==> config.mk <==
export PLATFORM = sky130hd
export DESIGN_NAME = first_fit_heap_allocator
export DESIGN_NICKNAME = d
export VERILOG_FILES = /design/src/ffha_pkg.sv /design/src/ffha_ctrl.sv /design/src/ffha_datapath.sv /design/src/first_fit_heap_allocator.sv
export SDC_FILE = /design/constraint.sdc
export NUM_CORES = 2
export LEC_CHECK = 0
export ABC_AREA = 1
export BUFFER_PORTS_ARGS = -buffer_cell sky130_fd_sc_hd__buf_2
export CORE_AREA = 2 2 583 585
export CTS_CLUSTER_DIAMETER = 200
export DETAILED_ROUTE_END_ITERATION = 8
export DIE_AREA = 0 0 585 587
export PLACE_DENSITY_LB_ADDON = 0.15
export SLEW_MARGIN = 30
export SYNTH_ARGS = -nofsm -noshare
export SYNTH_HDL_FRONTEND = slang
export SYNTH_SLANG_ARGS = --single-unit
==> constraint.sdc <==
create_clock -name i_clk -period 11.8 [get_ports i_clk]
set_input_delay 0.59 -clock i_clk [delete_from_list [all_inputs] [get_ports i_clk]]
set_output_delay 0.59 -clock i_clk [all_outputs]
set_load 0.005 [all_outputs]
==> src/ffha_pkg.sv <==
package ffha_pkg;

    localparam int MAX_BLOCKS_DEF   = 64;
    localparam int HEADER_BYTES_DEF = 16;
    localparam int ADDR_BITS_DEF    = 20;

    typedef enum logic [2:0] {
        ST_REUSED       = 3'd0,
        ST_APPENDED     = 3'd1,
        ST_REFUSED      = 3'd2,
        ST_TOP_RELEASED = 3'd3,
        ST_MARKED_FREE  = 3'd4,
        ST_IGNORED      = 3'd5
    } t_status;

    typedef enum logic [1:0] {
        S_IDLE,
        S_SCAN,
        S_FINISH
    } t_state;

    typedef struct packed {
        logic capture;
        logic scan_run;
        logic finish;
    } t_dp_cmd;

    typedef struct packed {
        logic scan_done;
        logic out_full;
    } t_dp_sts;

endpackage

==> src/ffha_ctrl.sv <==
module ffha_ctrl (
    input  logic             i_clk,
    input  logic             i_rst_n,
    input  logic             i_in_valid,
    output logic             o_in_ready,
    input  ffha_pkg::t_dp_sts i_sts,
    output ffha_pkg::t_dp_cmd o_cmd
);
    import ffha_pkg::*;

    t_state r_state;
    t_state n_state;

    always_ff @(posedge i_clk) begin
        if (!i_rst_n) begin
            r_state <= S_IDLE;
        end else begin
            r_state <= n_state;
        end
    end

    always_comb begin
        n_state = r_state;
        unique case (r_state)
            S_IDLE: begin
                if (i_in_valid) begin
                    n_state = S_SCAN;
                end
            end
            S_SCAN: begin
                if (i_sts.scan_done) begin
                    n_state = S_FINISH;
                end
            end
            S_FINISH: begin
                if (!i_sts.out_full) begin
                    n_state = S_IDLE;
                end
            end
            default: n_state = S_IDLE;
        endcase
    end

    always_comb begin
        o_in_ready     = 1'b0;
        o_cmd          = '0;
        unique case (r_state)
            S_IDLE: begin
                o_in_ready    = 1'b1;
                o_cmd.capture = i_in_valid;
            end
            S_SCAN: begin
                o_cmd.scan_run = 1'b1;
            end
            S_FINISH: begin
                o_cmd.finish = !i_sts.out_full;
            end
            default: o_cmd = '0;
        endcase
    end

endmodule

==> src/ffha_datapath.sv <==
module ffha_datapath #(
    parameter int MAX_BLOCKS   = ffha_pkg::MAX_BLOCKS_DEF,
    parameter int HEADER_BYTES = ffha_pkg::HEADER_BYTES_DEF,
    parameter int ADDR_BITS    = ffha_pkg::ADDR_BITS_DEF
) (
    input  logic                  i_clk,
    input  logic                  i_rst_n,
    input  ffha_pkg::t_dp_cmd     i_cmd,
    output ffha_pkg::t_dp_sts     o_sts,
    input  logic                  i_cfg_wr_en,
    input  logic [ADDR_BITS:0]    i_cfg_wr_data,
    input  logic                  i_action,
    input  logic [ADDR_BITS-1:0]  i_request_size,
    input  logic [ADDR_BITS-1:0]  i_payload_address,
    output logic                  o_out_valid,
    input  logic                  i_out_ready,
    output ffha_pkg::t_status     o_status,
    output logic [ADDR_BITS-1:0]  o_result_address,
    output logic [ADDR_BITS-1:0]  o_granted_size
);
    import ffha_pkg::*;

    localparam int A  = ADDR_BITS;
    localparam int IW = (MAX_BLOCKS > 1) ? $clog2(MAX_BLOCKS) : 1;
    localparam int CW = IW + 1;
    localparam int WW = 2 * A + 1;
    localparam logic [CW-1:0]  MAX_CNT   = CW'(MAX_BLOCKS);
    localparam logic [A+1:0]   HDR       = (A + 2)'(HEADER_BYTES);
    localparam logic [A:0]     LIMIT_RST = (A + 1)'(1) << A;

    // entry word: {free, length, start}
    logic [WW-1:0] mem [MAX_BLOCKS];

    logic [A:0]    r_limit;
    logic [CW-1:0] r_count;
    logic [A:0]    r_top;

    logic          r_action;
    logic [A-1:0]  r_size;
    logic [A-1:0]  r_addr;

    logic [CW-1:0] r_ra;
    logic          r_rd_vld;
    logic [IW-1:0] r_rd_idx;
    logic [WW-1:0] r_rd_word;

    logic          r_hit;
    logic [IW-1:0] r_hit_idx;
    logic [WW-1:0] r_hit_word;

    logic          r_out_valid;
    t_status       r_out_status;
    logic [A-1:0]  r_out_addr;
    logic [A-1:0]  r_out_len;

    logic          is_null;
    logic          match;
    logic [A-1:0]  rd_start;
    logic [A-1:0]  rd_len;
    logic          rd_free;
    logic [A-1:0]  hit_start;
    logic [A-1:0]  hit_len;
    logic [A+1:0]  payload;
    logic [A+1:0]  new_top;
    logic          refuse;
    logic          is_last;

    logic          mem_we;
    logic [IW-1:0] mem_wa;
    logic [WW-1:0] mem_wd;
    t_status       n_status;
    logic [A-1:0]  n_addr;
    logic [A-1:0]  n_len;
    logic [CW-1:0] n_count;
    logic [A:0]    n_top;

    assign rd_start  = r_rd_word[A-1:0];
    assign rd_len    = r_rd_word[2*A-1:A];
    assign rd_free   = r_rd_word[2*A];
    assign hit_start = r_hit_word[A-1:0];
    assign hit_len   = r_hit_word[2*A-1:A];

    assign is_null = r_action ? (r_addr == '0) : (r_size == '0);
    assign match   = r_rd_vld && !is_null &&
                     (r_action ? (rd_start == r_addr) : (rd_free && (rd_len >= r_size)));

    assign o_sts.scan_done = match || (!r_rd_vld && (r_ra >= r_count));
    assign o_sts.out_full  = r_out_valid;

    assign payload = {1'b0, r_top} + HDR;
    assign new_top = payload + {2'b00, r_size};
    assign refuse  = (r_count >= MAX_CNT) || (new_top > {1'b0, r_limit}) ||
                     (payload[A+1:A] != 2'b00);
    assign is_last = (CW'(r_hit_idx) + CW'(1)) == r_count;

    always_comb begin
        mem_we   = 1'b0;
        mem_wa   = r_hit_idx;
        mem_wd   = r_hit_word;
        n_status = ST_IGNORED;
        n_addr   = '0;
        n_len    = '0;
        n_count  = r_count;
        n_top    = r_top;
        if (!r_action) begin
            if (is_null) begin
                n_status = ST_REFUSED;
            end else if (r_hit) begin
                mem_we   = 1'b1;
                mem_wd   = {1'b0, hit_len, hit_start};
                n_status = ST_REUSED;
                n_addr   = hit_start;
                n_len    = hit_len;
            end else if (refuse) begin
                n_status = ST_REFUSED;
            end else begin
                mem_we   = 1'b1;
                mem_wa   = r_count[IW-1:0];
                mem_wd   = {1'b0, r_size, payload[A-1:0]};
                n_status = ST_APPENDED;
                n_addr   = payload[A-1:0];
                n_len    = r_size;
                n_count  = r_count + CW'(1);
                n_top    = new_top[A:0];
            end
        end else if (!is_null && r_hit) begin
            n_len = hit_len;
            if (is_last) begin
                n_status = ST_TOP_RELEASED;
                n_count  = r_count - CW'(1);
                n_top    = {1'b0, hit_start} - HDR[A:0];
            end else begin
                mem_we   = 1'b1;
                mem_wd   = {1'b1, hit_len, hit_start};
                n_status = ST_MARKED_FREE;
            end
        end
    end

    always_ff @(posedge i_clk) begin
        if (i_cmd.finish && mem_we) begin
            mem[mem_wa] <= mem_wd;
        end
    end

    always_ff @(posedge i_clk) begin
        if (i_cmd.scan_run && (r_ra < r_count)) begin
            r_rd_word <= mem[r_ra[IW-1:0]];
            r_rd_idx  <= r_ra[IW-1:0];
        end
    end

    always_ff @(posedge i_clk) begin
        if (i_cmd.capture) begin
            r_action <= i_action;
            r_size   <= i_request_size;
            r_addr   <= i_payload_address;
        end
        if (i_cmd.scan_run && match) begin
            r_hit_idx  <= r_rd_idx;
            r_hit_word <= r_rd_word;
        end
        if (i_cmd.finish) begin
            r_out_status <= n_status;
            r_out_addr   <= n_addr;
            r_out_len    <= n_len;
        end
    end

    always_ff @(posedge i_clk) begin
        if (!i_rst_n) begin
            r_limit     <= LIMIT_RST;
            r_count     <= '0;
            r_top       <= '0;
            r_ra        <= '0;
            r_rd_vld    <= 1'b0;
            r_hit       <= 1'b0;
            r_out_valid <= 1'b0;
        end else begin
            if (i_cfg_wr_en) begin
                r_limit <= i_cfg_wr_data;
            end
            if (i_cmd.capture) begin
                r_ra     <= '0;
                r_rd_vld <= 1'b0;
                r_hit    <= 1'b0;
            end else if (i_cmd.scan_run) begin
                if (r_ra < r_count) begin
                    r_ra     <= r_ra + CW'(1);
                    r_rd_vld <= 1'b1;
                end else begin
                    r_rd_vld <= 1'b0;
                end
                if (match) begin
                    r_hit <= 1'b1;
                end
            end
            if (i_cmd.finish) begin
                r_count     <= n_count;
                r_top       <= n_top;
                r_out_valid <= 1'b1;
            end else if (i_out_ready) begin
                r_out_valid <= 1'b0;
            end
        end
    end

    assign o_out_valid      = r_out_valid;
    assign o_status         = r_out_status;
    assign o_result_address = r_out_addr;
    assign o_granted_size   = r_out_len;

    a_count_range: assert property (@(posedge i_clk) disable iff (!i_rst_n)
        r_count <= MAX_CNT)
        else $error("block count above table depth");

    a_empty_top: assert property (@(posedge i_clk) disable iff (!i_rst_n)
        (r_count == '0) |-> (r_top == '0))
        else $error("empty table with nonzero heap top");

    a_no_overwrite: assert property (@(posedge i_clk) disable iff (!i_rst_n)
        i_cmd.finish |-> !r_out_valid)
        else $error("result written over a waiting item");

    a_scan_bound: assert property (@(posedge i_clk) disable iff (!i_rst_n)
        i_cmd.scan_run |-> (r_ra <= r_count))
        else $error("scan pointer past block count");

    a_finish_out: assert property (@(posedge i_clk) disable iff (!i_rst_n)
        i_cmd.finish |=> r_out_valid)
        else $error("finished item not presented");

endmodule

==> src/first_fit_heap_allocator.sv <==
// Operation: the table is scanned one entry per cycle up to the first hit, or over all
//   live entries on a miss; the result is presented after the scan, later while an
//   earlier result still waits. A new item is not accepted until the last result is registered.
// Reset (i_rst_n low, synchronous): table empty, heap top 0, limit 2**ADDR_BITS,
//   no result pending. Table contents are not cleared; only live entries are read.
module first_fit_heap_allocator #(
    parameter int MAX_BLOCKS   = ffha_pkg::MAX_BLOCKS_DEF,
    parameter int HEADER_BYTES = ffha_pkg::HEADER_BYTES_DEF,
    parameter int ADDR_BITS    = ffha_pkg::ADDR_BITS_DEF,
    parameter int DATA_W       = ((2 * ADDR_BITS + 7) / 8) * 8
) (
    input  logic              i_clk,
    input  logic              i_rst_n,
    input  logic              i_cfg_wr_en,
    input  logic [ADDR_BITS:0] i_cfg_wr_data,
    input  logic              s_axis_tvalid,
    output logic              s_axis_tready,
    // request_size, payload_address
    input  logic [DATA_W-1:0] s_axis_tdata,
    // action
    input  logic [0:0]        s_axis_tuser,
    output logic              m_axis_tvalid,
    input  logic              m_axis_tready,
    // result_address, granted_size
    output logic [DATA_W-1:0] m_axis_tdata,
    // status
    output logic [2:0]        m_axis_tuser
);
    import ffha_pkg::*;

    t_dp_cmd              cmd;
    t_dp_sts              sts;
    t_status              status;
    logic [ADDR_BITS-1:0] result_address;
    logic [ADDR_BITS-1:0] granted_size;

    ffha_ctrl u_ctrl (
        .i_clk      (i_clk),
        .i_rst_n    (i_rst_n),
        .i_in_valid (s_axis_tvalid),
        .o_in_ready (s_axis_tready),
        .i_sts      (sts),
        .o_cmd      (cmd)
    );

    ffha_datapath #(
        .MAX_BLOCKS   (MAX_BLOCKS),
        .HEADER_BYTES (HEADER_BYTES),
        .ADDR_BITS    (ADDR_BITS)
    ) u_datapath (
        .i_clk             (i_clk),
        .i_rst_n           (i_rst_n),
        .i_cmd             (cmd),
        .o_sts             (sts),
        .i_cfg_wr_en       (i_cfg_wr_en),
        .i_cfg_wr_data     (i_cfg_wr_data),
        .i_action          (s_axis_tuser[0]),
        .i_request_size    (s_axis_tdata[ADDR_BITS-1:0]),
        .i_payload_address (s_axis_tdata[2*ADDR_BITS-1:ADDR_BITS]),
        .o_out_valid       (m_axis_tvalid),
        .i_out_ready       (m_axis_tready),
        .o_status          (status),
        .o_result_address  (result_address),
        .o_granted_size    (granted_size)
    );

    assign m_axis_tdata = DATA_W'({granted_size, result_address});
    assign m_axis_tuser = status;

endmodule
==> results by group <==
Yosys
  • Yosys Warn Count: 0
  • Post-Synth Adder-Cell Area: 0.00902
  • Syn Nets: 8778
  • Mux share of post-synthesis cell area: 0
  • Register area share after synthesis: 0.749
  • Post-synthesis compound-gate area fraction: 0.125
  • Post-synthesis xor/xnor area fraction: 0.00469
  • Post-synth EDFFs: 2802
  • Largest family of logic cells by synthesized area: compound AO/OA/AOI/OAI gates
  • FF+latch count, synth: 2863
  • FFs w/ async S/R, synth: 0
  • Synthesized instance count: 8630
  • Ys flop type: edfxtp_1
  • Post-synth cell types: 58
  • Average cell area after synthesis: 13.2 µm²
  • Syn Std Cell Area: 114000 µm²
  • Simple-gate share of the synthesized area: 0.0862

Die
  • Chip Width: 585 µm
  • Core area: 338000 µm²
  • Floorplan row count: 214
  • Die area: 343000 µm²
  • Die Height: 587 µm
  • Starting density of the core: 0.337
  • # IOs: 112

Worst hold path
  • Hold/Removal Path Class: in2reg
  • Hold_sp: i_cfg_wr_data[19]
  • WHS Endpoint: u_datapath.r_limit[19]$_SDFFE_PN0P_
  • Hold Path Stages: 3

STA
  • Worst-Margin Slew: 1190 ps
  • Slew margin rel.: 0.204
  • Final max-slew violation count: 0
  • FMAX: 0.137 GHz
  • Final Cycle Share: 0.620
  • Final setup viols: 0
  • Final Critical Period: 7320 ps
  • Final Hold Viols: 0
  • Setup TNS after final layout: 0 ps
  • Worst setup margin: 4480 ps
  • Unrepaired setup endpoints after global routing: no
  • Worst clock skew: 69.6 ps

Cells and area
  • Nets: 8891
  • Layout cells sized above 1: 0.104
  • Utilization after layout: 0.389
  • Area Growth Syn to Fin: 15.3%
  • Final instance area: 131000 µm²
  • Final non-filler cell total: 13500
  • Fillers: 31900

Global routing
  • GRT Residual Overflow: 0
  • Initial antenna violation count: 25
  • Total GRT Usage: 0.208
  • First-pass GRT wire length: 524000 µm
  • Largest net degree at the start of global routing: 171
  • Vias in the first global route: 71100

Clock network
  • Root Buffer: clkbuf_16
  • TritonCTS clock tree: done
  • Total CTS buffers: 320
  • Maximum root-to-sink buffer count: 4
  • CTS clk-pin slew, worst paths: 60 ps
  • Post-CTS resize count: 0
  • Clk_lat worst skew: 930 ps
  • H-tree depth: 5
  • Clk sink count: 2863

Placement
  • HPWL after DPL: 210000 µm
  • Area post-placement: 121000 µm²
  • IO buf count: 111
  • DP Cell Count: 12900
  • Final GP Congestion: 0.882
  • Dpl ws: 4350 ps

Power
  • Power density over the cells: 165 nW/µm²
  • Sw Ratio: 0.216
  • Combinational group share of total power: 0.032
  • Pint: 17.1 mW
  • Seq pwr share: 0.520
  • Leak: 42.5 nW
  • Peak VDD IR: 0.000114 V
  • Sw power: 4.70 mW
  • Clock network fraction of total power: 0.448

Critical path
  • Reg2reg end: u_datapath.mem[46][38]$_DFFE_PP_
  • Reg2reg start: u_datapath.r_size[0]$_DFFE_PP_
  • Arrival time worst endpoint: 7820 ps
  • Worst setup EP type: flop
  • Worst reg2reg setup slack: 4480 ps
  • Worst EP required: 12300 ps
  • Worst reg2reg path depth: 25
  • Worst-path maximum fanout: 27
  • CP startpoint kind: flop
  • CP Class: reg2reg

Routing
  • Starting DRT DRC Count: 7682
  • Detail Route Antenna Nets: 0
  • Vias per std cell: 5.44
  • WL final: 368000 µm
  • DRC viols: 0
  • Via count: 73600
  • Drt first pass iters: 5
  • WL/cell: 27.2 µm

Run status
  • Status: complete, no violations

Run
  • Max_cap viols: 0
-- cells in the mapped netlist, drive strengths merged (6+ instances only) --
library cell | number | area share
edfxtp | 2802 | 0.74
o21ai | 1473 | 0.065
nor2 | 1472 | 0.049
clkbuf | 511 | 0.017
nand2 | 508 | 0.017
o22ai | 405 | 0.022
nand3 | 288 | 0.013
o221ai | 252 | 0.019
a21oi | 182 | 0.0080
inv | 182 | 0.0060
ha | 79 | 0.0087
o211ai | 76 | 0.0050
buf | 74 | 0.0031
nand4 | 72 | 0.0042
dfxtp | 61 | 0.011
a31oi | 41 | 0.0022
xor2 | 38 | 0.0029
nor3 | 23 | 0.0011
xnor2 | 23 | 0.0018
a32o | 14 | 0.0012
a221o | 12 | 0.0011
nor4 | 6 | 0.00033
-- cells in the final DEF (no fill, tap or decap), types with 169 or more instances in the layout --
master	Yosys	final
a21oi_1	181	181
inv_1	174	169
nand2_1	490	490
nand3_1	276	276
o21ai_0	1464	1424
nor2_1	1464	1396
edfxtp_1	2802	2802
buf_4	1	188
o22ai_1	405	405
o221ai_1	252	252
clkbuf_16	0	328
-- registers in the layout (all words and copies together) (netlist names), 20 cells and up --
register and count:
u_datapath.mem 2624, u_datapath.r_hit_word 41, u_datapath.r_rd_word 41, u_datapath.r_limit 21, u_datapath.r_top 21, u_datapath.o_granted_size 20
u_datapath.o_result_address 20, u_datapath.r_addr 20, u_datapath.r_size 20
-- per-stage QoR --
stage               power [mW]  hold WS [ps]
detailed placement        12.2           407
global placement          12.2           401
global route              22.4          59.2
CTS                       22.0          6.48
finish                    21.8          81.5
floorplan                 11.9           400
-- worst max-delay path, stage by stage (launching register included) --
cell	delay (ps)
edfxtp_1	510
ha_1	310
inv_1	100
fa_1	400
nand3b_1	170
nand2_1	170
a21boi_0	200
o21ai_0	370
nand3_1	110
nand2_1	160
xor2_1	270
ha_1	280
nand2_1	70
inv_1	50
o21ai_0	70
nand2_1	70
a21boi_0	340
nand2_1	110
nand2_1	70
nand2_1	120
nand2_1	170
nand4_4	460
o21ai_2	500
nand3_2	420
nor2_4	810
buf_4	570
-- metal layers --
layer	vias up	GRT usage	part of all wire
met3	462	0.0377	0.071
met2	2431	0.322	0.45
met4	0	0.0476	0.021
li1	32700	-	-
met1	38000	0.303	0.45
met5	-	0	0
-- cell families (layout without fill, tap and decap cells) --
| kind of cell | Yosys count | after routing |
|---|---|---|
| other | 0 | 11 |
| DFF | 2863 | 2863 |
| and+or+nand+nor | 2382 | 2382 |
| xor gates and xnor gates | 61 | 61 |
| AOI/OAI and AO/OA | 2472 | 2472 |
| adders and majority gates | 81 | 81 |
| buffers and inverters | 771 | 1129 |
-- power by group through the flow --
stage	clock network, mW	registers [mW]	logic, mW
after detailed placement	0	11.5	0.690
after CTS	9.95	11.3	0.711
after global routing	10.3	11.3	0.766
after global placement	0	11.5	0.680
after floorplan	0	11.5	0.337
final	9.75	11.3	0.705
-- how the worst max path moves through the flow --
stage                                                 from                               end  depth (start not counted)
after floorplan           u_datapath.r_top[4]$_SDFFE_PN0P_    u_datapath.mem[0][1]$_DFFE_PP_                         27
after global placement      u_datapath.r_size[0]$_DFFE_PP_  u_datapath.mem[46][35]$_DFFE_PP_                         25
after detailed placement    u_datapath.r_size[0]$_DFFE_PP_  u_datapath.mem[46][37]$_DFFE_PP_                         25
after CTS                   u_datapath.r_size[0]$_DFFE_PP_  u_datapath.mem[46][34]$_DFFE_PP_                         25
after global routing        u_datapath.r_size[0]$_DFFE_PP_  u_datapath.mem[40][28]$_DFFE_PP_                         25
final                       u_datapath.r_size[0]$_DFFE_PP_  u_datapath.mem[46][38]$_DFFE_PP_                         25
-- final cells by class --
class / instances / area, µm² / area share
inverters: 186 / 741 / 0.00563
diodes: 11 / 27.5 / 0.000209
clock inverters: 171 / 1650 / 0.0125
clock buffers: 396 / 8460 / 0.0644
repair buffers: 376 / 2860 / 0.0217
flip-flops and latches: 2863 / 85400 / 0.649
well taps: 4536 / 5680 / 0.0432
multi-input cells: 4996 / 26700 / 0.203
-- what timing repair did --
item	CTS	global route
buffers inserted	0	0
hold endpoints to repair	63	0
hold buffers	66	0
Power figures use the tool's default switching activity.
